## config.mk

```make
export PLATFORM = sky130hd
export DESIGN_NAME = i2c_master_transaction_engine_top
export DESIGN_NICKNAME = d
export VERILOG_FILES = /design/src/i2cm_pkg.sv /design/src/i2cm_step.sv /design/src/i2c_master_transaction_engine_top.sv
export SDC_FILE = /design/constraint.sdc
export NUM_CORES = 1
export LEC_CHECK = 0
export ABC_AREA = 1
export BUFFER_PORTS_ARGS = -buffer_cell sky130_fd_sc_hd__buf_2
export CAP_MARGIN = 20
export CORE_UTILIZATION = 65
export DETAILED_ROUTE_END_ITERATION = 10
export GPL_ROUTABILITY_DRIVEN = 0
export MAX_ROUTING_LAYER = met4
export PLACE_DENSITY = 0.85
export SYNTH_ARGS = -nofsm -noshare
export SYNTH_HDL_FRONTEND = slang
export SYNTH_HIERARCHICAL = 1
export SYNTH_SLANG_ARGS = --single-unit
```

## constraint.sdc

```tcl
create_clock -name i_clk -period 10.5 [get_ports i_clk]
set_input_delay 0.525 -clock i_clk [delete_from_list [all_inputs] [get_ports i_clk]]
set_output_delay 0.525 -clock i_clk [all_outputs]
set_load 0.005 [all_outputs]
```

## src/i2cm_pkg.sv

```systemverilog
// Package for the I2C master transaction engine.
// Holds the transfer payload structs, the bus phase encoding and the engine state.
// No dependencies.
`timescale 1ns / 1ps
`default_nettype none

package i2cm_pkg;

    typedef struct packed {
        logic       command;
        logic [6:0] slave_address;
        logic [7:0] write_count;
        logic [7:0] read_count;
        logic [7:0] write_data;
        logic       data_valid;
        logic       sda_in;
        logic       scl_in;
    } t_in_item;

    typedef struct packed {
        logic       scl_release;
        logic       sda_release;
        logic       byte_request;
        logic [7:0] read_data;
        logic       read_valid;
        logic       read_timed_out;
        logic       busy_res;
        logic       done_res;
        logic       status;
    } t_out_item;

    typedef enum logic [15:0] {
        PH_IDLE  = 16'b0000_0000_0000_0001,
        PH_STA_H = 16'b0000_0000_0000_0010,
        PH_STA_L = 16'b0000_0000_0000_0100,
        PH_STB   = 16'b0000_0000_0000_1000,
        PH_STC   = 16'b0000_0000_0001_0000,
        PH_STD   = 16'b0000_0000_0010_0000,
        PH_WBIT  = 16'b0000_0000_0100_0000,
        PH_WACK  = 16'b0000_0000_1000_0000,
        PH_WAIT  = 16'b0000_0001_0000_0000,
        PH_RWAIT = 16'b0000_0010_0000_0000,
        PH_RBIT  = 16'b0000_0100_0000_0000,
        PH_RACK  = 16'b0000_1000_0000_0000,
        PH_SPA_H = 16'b0001_0000_0000_0000,
        PH_SPA_L = 16'b0010_0000_0000_0000,
        PH_SPB   = 16'b0100_0000_0000_0000,
        PH_SPC   = 16'b1000_0000_0000_0000
    } t_phase;

    localparam logic [31:0] STRETCH_TIMEOUT_RESET = 32'd500;

    typedef struct packed {
        t_phase      phase;
        logic [2:0]  tick;
        logic [3:0]  bit_index;
        logic [7:0]  shift_byte;
        logic [7:0]  writes_left;
        logic [7:0]  reads_left;
        logic [6:0]  target_address;
        logic [31:0] stretch_timer;
        logic        failed;
        logic        read_phase;
        logic        acked;
    } t_state;

endpackage

`default_nettype wire

```

## src/i2cm_step.sv

```systemverilog
// One tick of the I2C master bus sequencer: next engine state and line/result outputs.
// Depends on i2cm_pkg.
`timescale 1ns / 1ps
`default_nettype none

module i2cm_step
    import i2cm_pkg::*;
(
    input  wire t_state      i_state,
    input  wire t_in_item    i_item,
    input  wire logic [31:0] i_timeout,
    output t_state           o_next,
    output t_out_item        o_result
);

    t_state    s;
    t_out_item res;

    always_comb begin
        s   = i_state;
        res = '0;
        res.scl_release = 1'b1;
        res.sda_release = 1'b1;
        res.busy_res    = 1'b1;

        // load a new transaction while idle
        if (s.phase == PH_IDLE && i_item.command) begin
            s.target_address = i_item.slave_address;
            s.writes_left    = i_item.write_count;
            s.reads_left     = i_item.read_count;
            s.failed         = 1'b0;
            s.tick           = 3'd0;
            if (i_item.write_count != 8'd0) begin
                s.read_phase = 1'b0;
                s.phase      = PH_STA_H;
            end else if (i_item.read_count != 8'd0) begin
                s.read_phase = 1'b1;
                s.phase      = PH_STA_H;
            end else begin
                s.phase = PH_SPA_H;
            end
        end

        if (s.phase == PH_WAIT) begin
            res.byte_request = 1'b1;
            if (i_item.data_valid) begin
                s.shift_byte = i_item.write_data;
                if (s.writes_left != 8'd0) begin
                    s.writes_left = s.writes_left - 8'd1;
                end
                s.bit_index = 4'd0;
                s.tick      = 3'd0;
                s.phase     = PH_WBIT;
            end
        end

        // clock released by the target: start sampling the byte
        if (s.phase == PH_RWAIT && i_item.scl_in) begin
            s.bit_index  = 4'd0;
            s.tick       = 3'd0;
            s.shift_byte = 8'd0;
            s.phase      = PH_RBIT;
        end

        unique case (s.phase)
            PH_IDLE: begin
                res.busy_res = 1'b0;
            end
            PH_STA_H: begin
                if (s.tick >= 3'd1) begin
                    s.tick  = 3'd0;
                    s.phase = PH_STB;
                end else begin
                    s.tick = s.tick + 3'd1;
                end
            end
            PH_STA_L: begin
                res.scl_release = 1'b0;
                if (s.tick >= 3'd1) begin
                    s.tick  = 3'd0;
                    s.phase = PH_STB;
                end else begin
                    s.tick = s.tick + 3'd1;
                end
            end
            PH_STB: begin
                if (s.tick >= 3'd1) begin
                    s.tick  = 3'd0;
                    s.phase = PH_STC;
                end else begin
                    s.tick = s.tick + 3'd1;
                end
            end
            PH_STC: begin
                res.sda_release = 1'b0;
                if (s.tick >= 3'd1) begin
                    s.tick  = 3'd0;
                    s.phase = PH_STD;
                end else begin
                    s.tick = s.tick + 3'd1;
                end
            end
            PH_STD: begin
                res.scl_release = 1'b0;
                res.sda_release = 1'b0;
                if (s.tick >= 3'd1) begin
                    s.shift_byte = {s.target_address, s.read_phase};
                    s.bit_index  = 4'd0;
                    s.tick       = 3'd0;
                    s.phase      = PH_WBIT;
                end else begin
                    s.tick = s.tick + 3'd1;
                end
            end
            PH_WBIT: begin
                res.sda_release = s.shift_byte[7];
                res.scl_release = (s.tick >= 3'd2) && (s.tick < 3'd6);
                if (s.tick >= 3'd7) begin
                    s.shift_byte = {s.shift_byte[6:0], 1'b0};
                    s.bit_index  = s.bit_index + 4'd1;
                    s.tick       = 3'd0;
                    if (s.bit_index >= 4'd8) begin
                        s.phase = PH_WACK;
                    end
                end else begin
                    s.tick = s.tick + 3'd1;
                end
            end
            PH_WACK: begin
                res.scl_release = (s.tick >= 3'd2);
                if (s.tick == 3'd4) begin
                    s.acked = (i_item.sda_in == 1'b0);
                end
                if (s.tick >= 3'd5) begin
                    s.tick = 3'd0;
                    priority if (s.read_phase) begin
                        s.stretch_timer = 32'd0;
                        s.phase         = PH_RWAIT;
                    end else if (!s.acked) begin
                        s.failed = 1'b1;
                        s.phase  = PH_SPA_L;
                    end else if (s.writes_left != 8'd0) begin
                        s.phase = PH_WAIT;
                    end else if (s.reads_left != 8'd0) begin
                        s.read_phase = 1'b1;
                        s.phase      = PH_STA_L;
                    end else begin
                        s.phase = PH_SPA_L;
                    end
                end else begin
                    s.tick = s.tick + 3'd1;
                end
            end
            PH_WAIT: begin
                res.scl_release = 1'b0;
            end
            PH_RWAIT: begin
                // give up on a stretched clock: deliver zero with the flag
                if (s.stretch_timer >= i_timeout) begin
                    res.read_valid     = 1'b1;
                    res.read_timed_out = 1'b1;
                    if (s.reads_left != 8'd0) begin
                        s.reads_left = s.reads_left - 8'd1;
                    end
                    s.tick  = 3'd0;
                    s.phase = PH_RACK;
                end else begin
                    s.stretch_timer = s.stretch_timer + 32'd1;
                end
            end
            PH_RBIT: begin
                res.scl_release = (s.tick < 3'd4);
                if (s.tick == 3'd2) begin
                    s.shift_byte = {s.shift_byte[6:0], i_item.sda_in};
                end
                if (s.tick >= 3'd7) begin
                    s.bit_index = s.bit_index + 4'd1;
                    s.tick      = 3'd0;
                    if (s.bit_index >= 4'd8) begin
                        res.read_valid = 1'b1;
                        res.read_data  = s.shift_byte;
                        if (s.reads_left != 8'd0) begin
                            s.reads_left = s.reads_left - 8'd1;
                        end
                        s.phase = PH_RACK;
                    end
                end else begin
                    s.tick = s.tick + 3'd1;
                end
            end
            PH_RACK: begin
                // NACK the last byte, ACK the others
                res.sda_release = (s.reads_left == 8'd0);
                res.scl_release = (s.tick >= 3'd2) && (s.tick < 3'd6);
                if (s.tick >= 3'd7) begin
                    s.tick = 3'd0;
                    if (s.reads_left != 8'd0) begin
                        s.stretch_timer = 32'd0;
                        s.phase         = PH_RWAIT;
                    end else begin
                        s.phase = PH_SPA_L;
                    end
                end else begin
                    s.tick = s.tick + 3'd1;
                end
            end
            PH_SPA_H: begin
                res.sda_release = 1'b0;
                if (s.tick >= 3'd1) begin
                    s.tick  = 3'd0;
                    s.phase = PH_SPB;
                end else begin
                    s.tick = s.tick + 3'd1;
                end
            end
            PH_SPA_L: begin
                res.scl_release = 1'b0;
                res.sda_release = 1'b0;
                if (s.tick >= 3'd1) begin
                    s.tick  = 3'd0;
                    s.phase = PH_SPB;
                end else begin
                    s.tick = s.tick + 3'd1;
                end
            end
            PH_SPB: begin
                res.sda_release = 1'b0;
                if (s.tick >= 3'd1) begin
                    s.tick  = 3'd0;
                    s.phase = PH_SPC;
                end else begin
                    s.tick = s.tick + 3'd1;
                end
            end
            PH_SPC: begin
                if (s.tick >= 3'd1) begin
                    res.done_res = 1'b1;
                    res.status   = s.failed;
                    s.tick       = 3'd0;
                    s.phase      = PH_IDLE;
                end else begin
                    s.tick = s.tick + 3'd1;
                end
            end
            default: begin
                s.phase      = PH_IDLE;
                s.tick       = 3'd0;
                res.busy_res = 1'b0;
            end
        endcase

        o_next   = s;
        o_result = res;
    end

endmodule

`default_nettype wire

```

## src/i2c_master_transaction_engine_top.sv

```systemverilog
// Top level of the I2C master transaction engine: input and result registers,
// engine state, stretch-timeout register. Depends on i2cm_pkg and i2cm_step.
//
// Usage:
//   Each input transfer on i_in_valid/o_in_ready is one bus tick: the sampled
//   SCL and SDA levels, a start command with its operands, and the write byte
//   offered with data_valid. Each tick gives exactly one result transfer on
//   o_out_valid/i_out_ready carrying the line releases for the next tick, the
//   write-byte request, any received byte and the busy/done/status flags.
//   A tick is taken into the input register, evaluated in one pass through the
//   sequencer logic and its result lands in the output register, from which it
//   is offered. One tick per cycle is sustained as long as the receiver takes
//   results; the only loop is the engine state register, updated once per tick.
//   When the receiver stalls, the held result stays put, one more input tick is
//   buffered in the input register, and o_in_ready then drops until the result
//   is taken; no tick is lost or repeated.
//   i_cfg_we writes the stretch timeout (reset 500); write it only while no
//   transaction or tick is in flight.
//   Reset (i_rst_n low, synchronous) empties both registers and returns the
//   engine to idle with both lines released.
`timescale 1ns / 1ps
`default_nettype none

module i2c_master_transaction_engine_top
    import i2cm_pkg::*;
(
    input  wire logic        i_clk,
    input  wire logic        i_rst_n,
    input  wire logic        i_in_valid,
    output logic             o_in_ready,
    input  wire t_in_item    i_in_data,
    output logic             o_out_valid,
    input  wire logic        i_out_ready,
    output t_out_item        o_out_data,
    input  wire logic        i_cfg_we,
    input  wire logic [31:0] i_cfg_data
);

    logic        r_in_valid;
    t_in_item    r_in_item;
    logic        r_out_valid;
    t_out_item   r_out_item;
    t_state      r_state;
    t_state      n_state;
    t_out_item   n_out_item;
    logic [31:0] r_timeout;
    logic        advance;

    // move a tick into the result register when it is empty or being drained
    assign advance     = r_in_valid && (!r_out_valid || i_out_ready);
    assign o_in_ready  = !r_in_valid || advance;
    assign o_out_valid = r_out_valid;
    assign o_out_data  = r_out_item;

    i2cm_step u_step (
        .i_state   (r_state),
        .i_item    (r_in_item),
        .i_timeout (r_timeout),
        .o_next    (n_state),
        .o_result  (n_out_item)
    );

    always_ff @(posedge i_clk) begin
        if (!i_rst_n) begin
            r_in_valid  <= 1'b0;
            r_out_valid <= 1'b0;
            r_timeout   <= STRETCH_TIMEOUT_RESET;
            r_state     <= '{phase: PH_IDLE, default: '0};
        end else begin
            if (o_in_ready) begin
                r_in_valid <= i_in_valid;
            end
            if (advance) begin
                r_out_valid <= 1'b1;
                r_state     <= n_state;
            end else if (i_out_ready) begin
                r_out_valid <= 1'b0;
            end
            if (i_cfg_we) begin
                r_timeout <= i_cfg_data;
            end
        end
    end

    always_ff @(posedge i_clk) begin
        if (i_in_valid && o_in_ready) begin
            r_in_item <= i_in_data;
        end
        if (advance) begin
            r_out_item <= n_out_item;
        end
    end

endmodule

`default_nettype wire

```

# ---- Word level (Yosys, flattened, before mapping)
# Index checks and enable logic that the tools add are counted.
dict set report op_classes {
  addsub 5
  n_mul 0
  div 0
  order_cmp 8
  eq_ne 26
  shift 0
  mux 69
  bitwise_logic 1
  n_reduce_logical 28
}
# op count
set op_table {}
lappend op_table {{$mux W16} 17}
lappend op_table {{$pmux W19 S13} 1}
lappend op_table {{$mux W32} 4}
lappend op_table {{$pmux W32 S3} 1}
lappend op_table {{$mux W39} 2}
lappend op_table {{$mux W8} 6}
lappend op_table {{$reduce_bool A8 Y1} 5}
lappend op_table {{$mux W19} 2}
lappend op_table {{$pmux W12 S3} 1}
lappend op_table {{$mux W34} 1}
lappend op_table {{$add A32 B1 Y32 const B} 1}
lappend op_table {{$eq A16 B1 Y1 const B} 2}
lappend op_table {{$eq A16 B10 Y1 const B} 2}
lappend op_table {{$eq A16 B9 Y1 const B} 2}
lappend op_table {{$ge A32 B32 Y1} 1}
lappend op_table {{$mux W31} 1}
lappend op_table {{$mux W14} 2}
lappend op_table {{$mux W12} 2}
lappend op_table {{$mux W23} 1}
lappend op_table {{$eq A16 B11 Y1 const B} 1}
lappend op_table {{$eq A16 B12 Y1 const B} 1}
lappend op_table {{$eq A16 B13 Y1 const B} 1}
lappend op_table {{$eq A16 B14 Y1 const B} 1}
lappend op_table {{$eq A16 B15 Y1 const B} 1}
lappend op_table {{other kinds (43)} 78}
dict set report totals {
  reg_bits 174
  latch_bits 0
  ram_bits 0
  rom_bits 0
  inputBits 72
  out_inout_bits 18
  elab_cells 168
  memories 0
}

# ---- Logic depth before layout (Yosys ltp)
dict set report logic_depth {
  depth_word 17
  depth_mapped 29
  depth_no_buf 27
}

# ---- By module
# The synthesis kept the hierarchy.
# mod instances cells_each area_per_inst_um2 seq_area_each_um2
set by_module_without_submodules {}
lappend by_module_without_submodules {i2c_master_transaction_engine_top 1 783 6653.9 3993.8}
lappend by_module_without_submodules {i2cm_step 1 1085 5492.8 0.0}

# ---- Worst setup path before layout
# Ideal clock, no wire load.
dict set report synth_path {
  kind {register to register}
  startpoint {register r_state[83] (netlist bit)}
  endpoint {register r_state[44] (netlist bit)}
  setup_ns 0.115
  t_arrival_ns 3.204
  required_ns 10.385
  slack_ns 7.181
  stages_incl_launch_ff 28
  n_path_buf 3
  cell_sequence {dfxtp_1 -> nor2_2 -> nand3_1 -> nor2_8 -> nand4_2 -> nand2_2 -> nand3_1 -> nor2_1 -> nand2_2 -> buf_6 -> buf_2 -> nand2_1 -> inv_1 -> ha_1 -> ha_1 -> inv_1 -> nand2_2 -> nand3_1 -> inv_2 -> nand2_4 -> o21ai_4 -> buf_6 -> nand2_1 -> o21ai_1 -> inv_1 -> nand3_1 -> nand2_1 -> nor2_1}
}
# element line_no
set synth_rtl {}
lappend synth_rtl {{start, declared} i2c_master_transaction_engine_top.sv:43} ;# t_state r_state;
lappend synth_rtl {{start signal, assigned} i2c_master_transaction_engine_top.sv:75} ;# r_state <= n_state;

==> summary.md <==
| Metric | Value |
|---|---|
| Post-synth EDFFs | 51 |
| Worst slew margin | 31.4% |
| Sequential area share after synthesis | 32.9% |
| Critical path cell sequence | nor2_2, nand2_1, nor2_1, nand3_2, nand4_2, nand3_1, nor2_1, nand2_2, nand2_1, inv_1, ha_1, ha_1, inv_1, nand2_2, inv_2, o21ai_1, nand3_2, inv_2, o21ai_0, inv_1, nand3_1, nand2_1, nor2_1 |
| Core Region | 18100 sq um |
| Worst Reg-to-Reg Cells | 23 |
| Rows | 49 |
| WS Path Type | reg -> reg |
| Die area | 19200 sq um |
| Initial DRC count | 1389 |
| Avg Vias per Cell | 5.81 |
| Grt ovf | 0 |
| VDD IR max | 0.125 mV |
| RSZ-0062 raised after global routing | no |
| YS warnings | 6 |
| Syn avg cell area | 6.50 sq um |
| Post-CTS Setup Bufs | 0 |
| CTS tree | done |
| Leak Pwr | 0.00610 uW |
| Setup_tns | 0 ns |
| I/O pin count | 90 |
| Worst-Skew Late Latency | 0.44 ns |
| Actual slew at the worst max-slew pin | 1.03 ns |
| Worst r2r src | r_state[75] |
| Gates resized, CTS repair | 0 |
| Syn Inst Count | 1868 |
| Diodes inserted | 0 |
| Max FO, Critical Path | 22 |
| Yosys cell types | 56 |
| Failing checks | DRC |
| Achievable Freq | 198 MHz |
| MaxCap Viol Count | 0 |
| Hold-fix buffers, CTS | 0 |
| Worst reg2reg endpoint | r_state[11] |
| Final hold vios | 0 |
| Port-buffer cells | 89 |
| H-Tree Depth | 4 |
| Share of cells above drive strength 1 | 10.9% |
| Starting Density | 66.9% |
| GRT Util Overall | 34.4% |
| Pwr Total | 1800 uW |
| Drt pass-1 iters | 10 |
| Crit path buffers/inverters | 5 |
| Clock Sinks | 174 |
| Hold Path Depth | 1 |
| CTS Root Cell | clkbuf_16 |
| Most common cell after layout, fill and taps aside | nand2_1 |
| Tightest Hold Check Type | in -> reg |
| Vias in the first global route | 11200 |
| # DRC | 4 |
| Crit-path max cell delay | 0.61 ns |
| Critical Path End Type | flop |
| Final #Nets | 2019 |
| Hold worst-path end | r_in_item[11] |
| Clk_skew | 0.0126 ns |
| Detailed Place HPWL | 22500 microns |
| Most frequent cells in the layout | nand2_1 (420), nor2_1 (280), inv_1 (245) |
| R2R setup slack | 5.44 ns |
| Wire per inst | 14.9 microns |
| CP startpoint kind | flop |
| Number of CTS-inserted buffers | 17 |
| Die X | 139 microns |
| Vias | 12500 |
| Slowest stage cell, crit path | nand4_2 |
| Largest net degree at the start of global routing | 104 |
| Initial antenna violation count | 0 |
| DRT Wirelength | 31900 microns |
| Crit path DAT | 5.38 ns |
| Tmin final | 5.06 ns |
| Syn nets | 1985 |
| Antenna-violating nets left | 0 |
| Post-synth ARST share | 0% |
| Period utilization | 48.2% |
| Chip Height | 139 microns |
| CP Data Required Time | 10.82 ns |
| Area of the mapped netlist | 12100 sq um |
| First-pass GRT wire length | 52600 microns |
| Status | complete, but fails checks |
| CP top delay family | simple AND/OR/NAND/NOR gates |
| P&R area growth vs syn | 7.48% |
| HP Start | i_in_data[11] |
| #FFs+latches synth | 174 |
| Setup-failing EPs final | 0 |
| Max-slew violations | 0 |
| Maximum buffer depth of the clock tree | 2 |
| Fillers | 1500 |
| PD cells | 138 nW/um^2 |
| Post-synth top flop | dfxtp_1 |
| Clock transition at the registers of the reported paths | 0.07 ns |
sequential cells by signal, indices dropped and copies added (netlist names):
signal	cells
r_state	89
r_in_item	35
r_timeout	32
o_out_data	16
o_out_valid	1
r_in_valid	1
worst max-delay path by stage:
stage	slack [ns]	to	from	depth (start not counted)
3_3_place_gp	5.93	r_state[27]	r_state[75]	23
5_1_grt	5.11	r_state[11]	r_state[82]	23
2_1_floorplan	7.18	r_state[44]	r_state[83]	27
3_5_place_dp	5.75	r_state[23]	r_state[75]	23
6_report	5.44	r_state[11]	r_state[75]	23
4_1_cts	5.58	r_state[11]	r_state[75]	23
where the power goes:
part           switching [uW]  internal [uW]  leakage (uW)
Clock                     284            356      0.000289
Sequential               40.6            735       0.00150
Combinational             256            131       0.00431
Total                     581           1220       0.00610
routing by layer:
layer	GRT usage [%]	vias up	part of all wire, %
li1	-	6120	-
met1	41.0	5577	40
met2	55.8	642	47
met3	6.28	121	8.4
met4	17.1	0	4.5
met5	-	-	0
worst reg2reg max path, delay by kind of cell, from the launching register on:
kind | cells | cell delay (ns)
simple gates | 14 | 2.78
fa+ha+maj | 2 | 0.34
compound gates | 2 | 0.47
buf+inv | 5 | 0.88
flops | 1 | 0.48
cell families (layout without fill, tap and decap cells):
| logic type | after synthesis | after routing | share of synthesized area (%) |
|---|---|---|---|
| DFF | 174 | 174 | 32.9 |
| xor gates and xnor gates | 9 | 9 | 0.649 |
| and+or+nand+nor | 1008 | 1008 | 36.7 |
| adders and majority gates | 45 | 45 | 4.64 |
| buffers and inverters | 348 | 395 | 12.1 |
| AOI/OAI and AO/OA | 282 | 282 | 12.9 |
| muxes | 2 | 2 | 0.196 |
layout make-up:
| type | count | area (sq um) | share of cell area (%) |
|---|---|---|---|
| Clock buffer | 18 | 429 | 3.29 |
| Clock inverter | 14 | 156 | 1.20 |
| Inverter | 270 | 1010 | 7.76 |
| Multi-Input combinational cell | 1346 | 6690 | 51.3 |
| Sequential cell | 174 | 4000 | 30.6 |
| Tap cell | 229 | 287 | 2.19 |
| Timing Repair Buffer | 93 | 478 | 3.66 |
synth_stat cells (2+ instances only):
| cell | count | area share, % |
|---|---|---|
| o22ai_1 | 5 | 0.26 |
| nand3_1 | 172 | 7.1 |
| buf_6 | 6 | 0.56 |
| nor4_1 | 11 | 0.57 |
| o21a_1 | 3 | 0.19 |
| xor2_1 | 6 | 0.43 |
| a211oi_1 | 6 | 0.37 |
| or2_2 | 2 | 0.10 |
| nand2_1 | 420 | 13 |
| o211ai_1 | 8 | 0.49 |
| nor3_1 | 29 | 1.2 |
| o21bai_1 | 2 | 0.12 |
| nand2_2 | 18 | 0.93 |
| inv_1 | 245 | 7.6 |
| xnor2_1 | 3 | 0.22 |
| clkbuf_1 | 11 | 0.34 |
| nor2_8 | 3 | 0.49 |
| nand4_2 | 4 | 0.41 |
| a21oi_1 | 126 | 5.2 |
| nand3b_1 | 7 | 0.43 |
| nor2_4 | 4 | 0.37 |
| edfxtp_1 | 51 | 13 |
| inv_2 | 23 | 0.71 |
| ha_1 | 45 | 4.6 |
| a22oi_2 | 2 | 0.21 |
| buf_2 | 45 | 1.9 |
| clkinv_1 | 2 | 0.062 |
| nand2_4 | 3 | 0.28 |
| o31ai_1 | 5 | 0.31 |
| nor2_2 | 12 | 0.62 |
| nand4_1 | 29 | 1.5 |
| dfxtp_1 | 123 | 20 |
| buf_4 | 15 | 0.93 |
| o21ai_0 | 79 | 3.3 |
| nand3_2 | 7 | 0.58 |
| nor3b_1 | 2 | 0.12 |
| a31oi_1 | 3 | 0.15 |
| o21ai_2 | 2 | 0.14 |
| nor2_1 | 280 | 8.7 |
| a2bb2oi_1 | 3 | 0.22 |
| o32ai_1 | 2 | 0.14 |
| o21ai_1 | 30 | 1.2 |
through the flow:
step	utilization [%]	hold WS [ns]	setup WS, ns	cell area (sq um)	std cells
global route	71.9	0.241	5.11	13100	2144
CTS	71.9	0.246	5.58	13100	2144
finish	71.9	0.256	5.44	13100	2144
global placement	68.7	0.439	5.93	12500	2112
floorplan	-	0.429	7.18	12100	1868
detailed placement	68.7	0.453	5.75	12500	2112
(Power assumes the default switching activity.)
